[src/rtl/srd_pkg.sv]
`timescale 1ns / 1ps
// Shared constants and codes for the sampled rank dictionary.
// No dependencies.
package srd_pkg;
   localparam int KeySpace = 4096;
   localparam int KeyW     = 12;
   localparam int CountW   = 13;
   localparam int BsW      = 9;
   localparam int HintW    = 8;
   localparam int BsMax    = 256;
   localparam logic [HintW-1:0] HintCap = 8'd255;

   typedef enum logic [1:0] {
      ACT_LOAD = 2'd0,
      ACT_RANK = 2'd1,
      ACT_NEXT = 2'd2,
      ACT_NONE = 2'd3
   } action_type;
endpackage

[src/rtl/srd_div.sv]
`timescale 1ns / 1ps
// Iterative restoring divider: key by block size, one quotient bit per cycle.
// Depends on srd_pkg.
module srd_div (
   input  logic                        clock,
   input  logic                        reset,
   input  logic                        start,
   input  logic [srd_pkg::KeyW-1:0]    dividend,
   input  logic [srd_pkg::BsW-1:0]     divisor,
   output logic                        done,
   output logic [srd_pkg::KeyW-1:0]    quot,
   output logic [srd_pkg::BsW-1:0]     rem
);
   import srd_pkg::*;

   localparam int CntW = $clog2(KeyW + 1);

   logic [KeyW-1:0] quo_ff, quo_in;
   logic [BsW-1:0]  rem_ff, rem_in;
   logic [CntW-1:0] cnt_ff, cnt_in;
   logic            run_ff, run_in;
   logic            done_ff, done_in;
   logic [BsW:0]    shifted;
   logic            fits;

   always_comb begin
      shifted = {rem_ff, quo_ff[KeyW-1]};
      fits    = shifted >= {1'b0, divisor};
      quo_in  = quo_ff;
      rem_in  = rem_ff;
      cnt_in  = cnt_ff;
      run_in  = run_ff;
      done_in = 1'b0;
      if (start) begin
         quo_in = dividend;
         rem_in = '0;
         cnt_in = CntW'(KeyW);
         run_in = 1'b1;
      end else if (run_ff) begin
         quo_in = {quo_ff[KeyW-2:0], fits};
         rem_in = fits ? BsW'(shifted - {1'b0, divisor}) : BsW'(shifted);
         cnt_in = cnt_ff - 1'b1;
         if (cnt_ff == CntW'(1)) begin
            run_in  = 1'b0;
            done_in = 1'b1;
         end
      end
   end

   always_ff @(posedge clock) begin
      if (reset) begin
         run_ff  <= 1'b0;
         done_ff <= 1'b0;
         cnt_ff  <= '0;
      end else begin
         run_ff  <= run_in;
         done_ff <= done_in;
         cnt_ff  <= cnt_in;
      end
      quo_ff <= quo_in;
      rem_ff <= rem_in;
   end

   assign done = done_ff;
   assign quot = quo_ff;
   assign rem  = rem_ff;
endmodule

[config.mk]
export PLATFORM = sky130hd
export DESIGN_NAME = srd_div
export DESIGN_NICKNAME = d
export VERILOG_FILES = /design/src/rtl/srd_pkg.sv /design/src/rtl/srd_div.sv
export SDC_FILE = /design/constraint.sdc
export NUM_CORES = 1
export LEC_CHECK = 0
export ABC_AREA = 1
export BUFFER_PORTS_ARGS = -buffer_cell sky130_fd_sc_hd__buf_2
export CAP_MARGIN = 20
export CORE_ASPECT_RATIO = 0.5
export CORE_MARGIN = 1.5
export CORE_UTILIZATION = 53
export DETAILED_ROUTE_END_ITERATION = 7
export GPL_TIMING_DRIVEN = 1
export PLACE_DENSITY = 0.88
export SLEW_MARGIN = 40
export SYNTH_ARGS = -nofsm -noshare
export SYNTH_HDL_FRONTEND = slang
export SYNTH_SLANG_ARGS = --single-unit
[constraint.sdc]
create_clock -name clock -period 2.4 [get_ports clock]
set_input_delay 0.72 -clock clock [delete_from_list [all_inputs] [get_ports clock]]
set_output_delay 0.72 -clock clock [all_outputs]
set_load 0.05 [all_outputs]
==> summary.txt <==
Layout
  • ANT cells: 0
  • Fin area: 2100 sq um
  • Layout cells sized above 1: 0.238
  • Fillers: roughly 280
  • Core Util, Final: 0.673
  • Nets: 335
  • Layout Cells excl Fill: between 300 and 400
  • Area growth, synth to finish: 16.0%

Worst setup path
  • Worst-path maximum fanout: 11
  • Required time worst endpoint: around 2.6 ns
  • CP Class: flip-flop to flip-flop
  • CP Capture Type: flip-flop
  • Crit path arrival time: about 2.4 ns
  • Crit path launch type: flip-flop

Job
  • Max Cap Viol: 0

Min path
  • Hold Path Class: flip-flop to flip-flop

Routing
  • Vias per cell: between 4 and 5
  • Vias: between 1500 and 2000
  • DRC viols: 0
  • WL per Instance: 11.3 um
  • Drt pass-1 iters: 4
  • Post-DRT Antenna Nets: 0
  • Iter 0 DRT Violations: between 100 and 150
  • Total routed wirelength: 3810 um

Die
  • Core area: slightly above 3000 sq um
  • Top Ports: between 40 and 50
  • Row count: 14
  • Die height: 44.3 um
  • Die ar.: 3790 sq um
  • Initial Utilization: 0.580
  • Die width: 85.6 um

Clocking
  • Worst skew pair latency: about 0.27 ns
  • Clk Tree Root Cell: clkbuf_8
  • Resize count post-CTS: 0
  • CTS Sinks: 27
  • H-tree levels: 1
  • CTS tree: done
  • Cts bufs inserted: 3
  • Clock Pin Slew Worst Setup and Hold Paths: approximately 0.090 ns
  • Maximum buffer depth of the clock tree: 2
  • # hold bufs at CTS: 0
  • Post-CTS setup buffers: 0

Power and ir drop
  • Flop pwr share: 0.486
  • Net Sw Frac: 0.341
  • Clock power share: 0.231
  • Pwr/cell area: between 500 and 600 nW/um^2
  • Static Leakage: roughly 1.2 nW
  • Peak supply drop: around 0.57 mV
  • Internal: 0.000732 W
  • Combinational power share: 0.283
  • Switching power: around 0.00038 W

STA
  • Final hold slack: just under 0.5 ns
  • Setup violations, final: 0
  • Final Critical Period: 2.13 ns
  • Setup TNS: 0 ns
  • Final Hold Vio Count: 0
  • Worst slew pin tran: 0.501 ns
  • Max-slew headroom: 0.665
  • Final cycle utilization of the critical path: 0.888
  • Max Slew Vio Count: 0
  • Fmax: 0.469 GHz
  • RSZ-0062 raised after global routing: false
  • Worst Skew: between 0.002 and 0.003 ns

Logic synthesis
  • Register area share after synthesis: 0.365
  • Net count after synthesis: 290
  • Synth unique cells: 27
  • Syn_area_per_cell: 7.12 sq um
  • Syn Inst Count: 254
  • Ys Warns: 0
  • Synthesized area: between 1500 and 2000 sq um
  • Number of synthesized register bits: 27

Place
  • Placer Congestion: 0.868
  • Placed wire-length estimate: around 3000 um
  • Dpl cells: 334
  • Cell area after placement: 2050 sq um
  • Port Buffers: 45

Global routing
  • Initial antenna violation count: 0
  • Vias in the first global route: ~1500
  • Overall Global Routing Usage: 0.220
  • Grt total ovfl: 0
  • Pin count of the biggest net entering global routing: 17
  • First-pass GRT wire length: 6540 um

Status
  • Status: completed
## area by class of cell
| type | instances | area, sq um | share of cell area |
|---|---|---|---|
| clock buffers | 4 | 45.0 | 0.0215 |
| inverters | 43 | 161 | 0.0769 |
| multi-input cells | 177 | 941 | 0.448 |
| flip-flops and latches | 27 | 661 | 0.315 |
| well taps | 40 | 50.0 | 0.0239 |
| repair buffers | 47 | 240 | 0.114 |
## power groups by stage
stage                     Sequential (W)  Combinational [W]  Clock [W]
after global placement          0.000549           0.000306          0
after global routing            0.000544           0.000346   0.000282
after CTS                       0.000539           0.000315   0.000263
after detailed placement        0.000549           0.000313          0
after floorplan                 0.000635           0.000149          0
final                           0.000540           0.000315   0.000257
## worst max-delay path: stages (launching register included)
cell      delay [ns]
edfxtp_1        0.39
inv_1           0.12
ha_1            0.15
inv_1           0.07
fa_1            0.46
nand4_2         0.14
nand2_2         0.07
nand2_2         0.24
nand2_2         0.18
nand2_1         0.11
nand3_1         0.07
nand2_1         0.07
## worst paths after layout
kind	startpoint	endpoint	slack, ns	cells after the start
setup reg to reg	quot[11]	rem[8]	0.27	11
hold reg to reg	rem[7]	rem[7]	0.49	2
setup / recovery	quot[11]	rem[8]	0.27	11
hold / removal	rem[7]	rem[7]	0.49	2
## cells by family after synthesis
| kind of cell | synth area share |
|---|---|
| and+or+nand+nor | 0.382 |
| adders and majority gates | 0.0871 |
| buffers and inverters | 0.115 |
| DFF | 0.365 |
| AOI/OAI and AO/OA | 0.0360 |
| xor gates and xnor gates | 0.0145 |
## sequential cells by signal (all words and copies together) (netlist names)
name and cells:
quot 12, rem 9, cnt_ff 4, done 1
run_ff 1
## cell usage after synthesis
library cell / number / share of area
a211oi_1: 1 / 0.0042
a21oi_1: 6 / 0.017
a21oi_2: 1 / 0.0048
a31oi_1: 1 / 0.0035
buf_2: 1 / 0.0028
buf_4: 1 / 0.0042
buf_6: 2 / 0.012
clkbuf_1: 3 / 0.0062
dfxtp_1: 15 / 0.17
edfxtp_1: 12 / 0.20
fa_1: 1 / 0.011
ha_1: 11 / 0.076
inv_1: 42 / 0.087
inv_2: 1 / 0.0021
nand2_1: 100 / 0.21
nand2_2: 5 / 0.017
nand3_1: 18 / 0.050
nand3_2: 9 / 0.050
nand4_1: 2 / 0.0069
nand4_2: 1 / 0.0069
nor2_1: 10 / 0.021
nor2_2: 3 / 0.010
nor2b_4: 1 / 0.0076
nor3_1: 2 / 0.0055
o211ai_1: 1 / 0.0042
o21ai_0: 1 / 0.0028
xnor2_1: 3 / 0.015
## cell usage in the layout, fill, tap and decap left out, types with 2 or more instances in the layout
| cell | n |
|---|---|
| nand2_1 | 100 |
| buf_4 | 2 |
| xnor2_1 | 3 |
| dfxtp_1 | 15 |
| a21oi_1 | 6 |
| inv_1 | 42 |
| edfxtp_1 | 12 |
| nand3_1 | 18 |
| nand2_2 | 5 |
| ha_1 | 11 |
| buf_2 | 45 |
| nand4_1 | 2 |
| nor2_1 | 10 |
| clkbuf_8 | 3 |
| nand3_2 | 9 |
| nor3_1 | 2 |
| nor2_2 | 3 |
## per-stage QoR
| step | power, W | worst slack [ns] |
|---|---|---|
| floorplan | 0.000784 | 0.294 |
| global placement | 0.000854 | 0.104 |
| detailed placement | 0.000862 | 0.00237 |
| CTS | 0.00112 | 0.289 |
| global route | 0.00117 | 0.0909 |
| finish | 0.00111 | 0.269 |
## routing by layer
metal,track usage,vias up,part of all wire
met2,0.367,44,0.46
li1,-,879,-
met5,0,-,0
met1,0.298,748,0.49
met4,0.0839,0,0.011
met3,0.0336,4,0.039
No activity file was read; power rests on OpenSTA's default activity.
