<file path="src/rtl/srd_ram.sv">
`timescale 1ns / 1ps
// Generic single-write, single-read RAM with registered read data.
// No dependencies.
module srd_ram #(
   parameter int WIDTH = 8,
   parameter int DEPTH = 256
) (
   input  logic                     clock,
   input  logic                     we,
   input  logic [$clog2(DEPTH)-1:0] waddr,
   input  logic [WIDTH-1:0]         wdata,
   input  logic [$clog2(DEPTH)-1:0] raddr,
   output logic [WIDTH-1:0]         rdata
);
   logic [WIDTH-1:0] mem_ff [DEPTH];
   logic [WIDTH-1:0] rdata_ff;

   always_ff @(posedge clock) begin
      if (we) begin
         mem_ff[waddr] <= wdata;
      end
      rdata_ff <= mem_ff[raddr];
   end

   assign rdata = rdata_ff;
endmodule

</file>
<file path="config.mk">
export PLATFORM = sky130hd
export DESIGN_NAME = srd_ram
export DESIGN_NICKNAME = d
export VERILOG_FILES = /design/src/rtl/srd_ram.sv
export SDC_FILE = /design/constraint.sdc
export NUM_CORES = 2
export LEC_CHECK = 0
export BUFFER_PORTS_ARGS = -buffer_cell sky130_fd_sc_hd__clkbuf_2
export CORE_UTILIZATION = 35
export CTS_BUF_LIST = sky130_fd_sc_hd__clkbuf_16
export DETAILED_ROUTE_END_ITERATION = 6
export GPL_TIMING_DRIVEN = 0
export PLACE_DENSITY = 0.55
export SYNTH_ARGS = -nofsm -noshare
export SYNTH_HDL_FRONTEND = slang
export SYNTH_SLANG_ARGS = --single-unit
</file>
<file path="constraint.sdc">
create_clock -name clock -period 3.3 [get_ports clock]
set_input_delay 0.66 -clock clock [delete_from_list [all_inputs] [get_ports clock]]
set_output_delay 0.66 -clock clock [all_outputs]
set_load 0.01 [all_outputs]
</file>
==> impl_metrics.env <==
export IMPL_status="complete, but fails checks"
export IMPL_violations="setup timing"
export IMPL_pwr_share_clk_pct=41.6
export IMPL_regToRegSetupSlack_ns=0.44
export IMPL_global_route_wire_length_before_repair_mm=342
export IMPL_dp_final_hpwl_mm=170
export IMPL_cts_buffers=208
export IMPL_period_minus_slack_ns=3.46
export IMPL_tritoncts="yes"
export IMPL_clkLatencyLatePin_ns=0.85
export IMPL_grt_pass1_vias=40500
export IMPL_synth_warnings=0
export IMPL_crit_chain="buf_2 -> buf_4 -> buf_2 -> clkbuf_2 -> mux4_2 -> a22oi_1 -> a21oi_1 -> nor4_1 -> nor4_4"
export IMPL_synthDominantAreaCellType="sky130_fd_sc_hd__edfxtp_1"
export IMPL_worst_path_buf_inv=4
export IMPL_drive_gt1_share_pct=24.0
export IMPL_largest_net_degree_at_the_start_of_global_routing=143
export IMPL_timing_final_max_slew_violations=0
export IMPL_finish_instance_area_sq_mm=0.0911
export IMPL_design_power_total_mw=54.8
export IMPL_p_sw_share_pct=22.4
export IMPL_htree_levels=4
export IMPL_final_hold_viol_count=0
export IMPL_gr_total_overflow=0
export IMPL_antenna_left=0
export IMPL_slew_limit_headroom_pct=11.4
export IMPL_dp_cells=6775
export IMPL_cp_data_arrival_time_ns=4.12
export IMPL_yosysTopAreaCellShare_pct=77.3
export IMPL_leakagePower_nw=28.0
export IMPL_number_of_distinct_standard_cells_referenced_by_the_synthesized_netlist=55
export IMPL_drt_pass1_iterations=6
export IMPL_finalClockSkew_ns=0.0242
export IMPL_post_route_drc_count=0
export IMPL_finalHoldWorstSlack_ns=0.243
export IMPL_drt_first_iter_violations=5943
export IMPL_cts_sinks=2056
export IMPL_critPathMostFrequentCell="sky130_fd_sc_hd__buf_2"
export IMPL_cts_hold_fix_buffers=0
export IMPL_slowest_stage="sky130_fd_sc_hd__nor4_1"
export IMPL_critical_path_max_stage_delay_ns=0.70
export IMPL_share_comb_of_total_power_pct=5.9
export IMPL_setup_worst_path_start_class="input port"
export IMPL_port_buffers=26
export IMPL_finalNetCount=4020
export IMPL_hold_path_class="in -> reg"
export IMPL_post_synth_main_area_contributors="sky130_fd_sc_hd__edfxtp_1 (77%), sky130_fd_sc_hd__mux4_2 (13%), sky130_fd_sc_hd__mux2i_1 (1.7%)"
export IMPL_drv_max_cap_violation_count=0
export IMPL_routed_via_density=5.74
export IMPL_finish_cell_count_without_fillers=7168
export IMPL_cts_max_path_buffers=3
export IMPL_achievable_freq_ghz=0.289
export IMPL_synth_seq_cells=2056
export IMPL_place_worst_setup_slack_ns=-2.27
export IMPL_drt_wirelength_per_cell_um=35.2
export IMPL_rsz_0062_raised_after_global_routing="yes"
export IMPL_setup_viol=33
export IMPL_synth_ff_type="sky130_fd_sc_hd__edfxtp_1"
export IMPL_core_area_sq_mm=0.225
export IMPL_worst_path_max_fanout=10
export IMPL_postSynthCellCount=3733
export IMPL_finalCritPeriodShare_pct=105
export IMPL_initial_cell_density_of_the_core_pct=35.3
export IMPL_async_flop_share_pct=0
export IMPL_synth_avg_cell_area_sq_um=21.3
export IMPL_synth_edff_count=2048
export IMPL_layout_area_overhead_vs_synth_pct=14.5
export IMPL_p_per_area_mw_per_mm2=602
export IMPL_postLayoutCoreUtil_pct=40.4
export IMPL_end_kind="flip-flop"
export IMPL_row_count=174
export IMPL_clock_root_buffer="sky130_fd_sc_hd__clkbuf_16"
export IMPL_floorplan_die_area_sq_mm=0.229
export IMPL_max_slew_worst_pin_slew_ns=1.32
export IMPL_criticalPathCategory="in -> reg"
export IMPL_timing_critical_path_required_ns=3.95
export IMPL_global_route_usage_total_pct=21.8
export IMPL_gp_congestion=0.948
export IMPL_via_count=41100
export IMPL_die_x_um=479
export IMPL_worst_ir_drop_vdd_mv=0.449
export IMPL_postLayoutSetupSlackWorst_ns=-0.163
export IMPL_initial_antenna_violation_count=19
export IMPL_share_seq_of_total_power_pct=52.5
export IMPL_placed_cell_area_sq_mm=0.0841
export IMPL_die_height_um=479
export IMPL_top_level_ports=34
export IMPL_p_int_mw=42.5
export IMPL_cp_top_family="buffers and inverters"
export IMPL_wirelength_mm=253
export IMPL_clkTransAtPathRegs_ns=0.06
export IMPL_syn_std_cell_area_sq_mm=0.0796
export IMPL_seq_area_frac_synth_pct=77.5
export IMPL_final_setup_tns_ns=-1.65
export IMPL_total_switching_power_mw=12.3
export IMPL_mappedNetlistNets=3759
-- final cells by class --
class / count / area (sq um)
fill: 19800 / 134000
sequential: 2056 / 61700
multi-input combinational: 1442 / 16700
clock buffer: 213 / 5330
tap: 2992 / 3740
buffer: 233 / 1610
clock inverter: 171 / 1190
timing repair buffer: 51 / 793
antenna: 8 / 20.0
inverter: 2 / 7.51
-- what timing repair did --
| action | 4_1_cts | 5_1_grt |
|---|---|---|
| setup endpoints to repair | 8 | 61 |
| resized for setup | 79 | 60 |
| pin swaps | 0 | 3 |
| setup buffers | 0 | 1 |
-- worst reg2reg max path, cell delays in order, from the launching register on --
cell	delay (ns)
sky130_fd_sc_hd__edfxtp_1	0.38
sky130_fd_sc_hd__mux4_2	0.51
sky130_fd_sc_hd__mux4_2	0.54
sky130_fd_sc_hd__nor2_1	0.14
sky130_fd_sc_hd__a2111oi_2	0.10
sky130_fd_sc_hd__nor3_1	0.82
sky130_fd_sc_hd__nor4_4	0.19
-- cell usage in the layout, fill, tap and decap left out, types with 10 or more instances in the layout --
cell                        count
sky130_fd_sc_hd__nand2_1       33
sky130_fd_sc_hd__nor3_1        18
sky130_fd_sc_hd__clkbuf_16    213
sky130_fd_sc_hd__o221ai_1      46
sky130_fd_sc_hd__nand3_1       34
sky130_fd_sc_hd__o21ai_0       10
sky130_fd_sc_hd__buf_8         13
sky130_fd_sc_hd__buf_16        20
sky130_fd_sc_hd__o211ai_1      10
sky130_fd_sc_hd__buf_6         21
sky130_fd_sc_hd__buf_4         32
sky130_fd_sc_hd__mux4_2       454
sky130_fd_sc_hd__nand4_1       10
sky130_fd_sc_hd__a21oi_1       96
sky130_fd_sc_hd__clkbuf_2      67
sky130_fd_sc_hd__nor2_1       273
sky130_fd_sc_hd__inv_1         50
sky130_fd_sc_hd__clkbuf_1      58
sky130_fd_sc_hd__edfxtp_1    2048
sky130_fd_sc_hd__clkinv_2      38
sky130_fd_sc_hd__a22oi_1      132
sky130_fd_sc_hd__o22ai_1       28
sky130_fd_sc_hd__clkinv_1      59
sky130_fd_sc_hd__nor2b_1       30
sky130_fd_sc_hd__bufinv_16     14
sky130_fd_sc_hd__nor4_1        12
sky130_fd_sc_hd__buf_2         32
sky130_fd_sc_hd__mux2i_1      134
sky130_fd_sc_hd__nor4_4        10
sky130_fd_sc_hd__a211oi_1      15
-- final timing paths --
kind,startpoint,end,cells past startpoint
hold / removal,wdata[7],mem_ff[210][7],1
setup / recovery,raddr[1],rdata[0],9
hold reg to reg,mem_ff[252][5],rdata[5],6
setup reg to reg,mem_ff[142][0],rdata[0],6
-- routing by layer --
| metal | routed length [um] | share of wire (%) | GRT usage, % |
|---|---|---|---|
| met1 | 100000 | 40 | 29.4 |
| met2 | 118000 | 47 | 34.2 |
| met3 | 23600 | 9.3 | 4.88 |
| met4 | 10700 | 4.2 | 8.77 |
| met5 | 27 | 0.011 | 0 |
-- logic make-up (layout without fill, tap and decap cells) --
| logic type | Yosys count | in the layout | share of synthesized area, % |
|---|---|---|---|
| buf+inv | 235 | 670 | 1.83 |
| other cells | 0 | 8 | 0 |
| simple gates | 466 | 466 | 2.63 |
| mux | 591 | 591 | 14.6 |
| flops | 2056 | 2056 | 77.5 |
| compound gates | 385 | 385 | 3.42 |
-- flip-flops by register name, summed over array words and instances (netlist names) --
register,cells
mem_ff,2048
rdata,8
-- power by group through the flow --
stage / Clock (mW) / Combinational (mW) / Sequential, mW
2_1_floorplan: 0 / 1.40 / 29.4
3_3_place_gp: 0 / 2.99 / 29.5
3_5_place_dp: 0 / 3.10 / 29.4
4_1_cts: 23.0 / 3.16 / 28.8
5_1_grt: 23.9 / 3.27 / 28.8
6_report: 22.8 / 3.21 / 28.8
-- cell usage after synthesis, types with 13 or more instances --
cell type and instances:
sky130_fd_sc_hd__o22ai_1 28, sky130_fd_sc_hd__clkbuf_1 111, sky130_fd_sc_hd__buf_8 13, sky130_fd_sc_hd__nor4_1 24
sky130_fd_sc_hd__buf_1 22, sky130_fd_sc_hd__mux2i_1 134, sky130_fd_sc_hd__buf_4 27, sky130_fd_sc_hd__nor2_1 282
sky130_fd_sc_hd__o221ai_1 46, sky130_fd_sc_hd__edfxtp_1 2048, sky130_fd_sc_hd__nand2_1 33, sky130_fd_sc_hd__a211oi_1 16
sky130_fd_sc_hd__buf_2 31, sky130_fd_sc_hd__a21oi_1 96, sky130_fd_sc_hd__a221oi_1 13, sky130_fd_sc_hd__nand3_1 34
sky130_fd_sc_hd__buf_6 21, sky130_fd_sc_hd__nor3_1 22, sky130_fd_sc_hd__mux4_2 454, sky130_fd_sc_hd__a22oi_1 133
sky130_fd_sc_hd__nor2b_1 31
No activity file was read; power rests on OpenSTA's default activity.
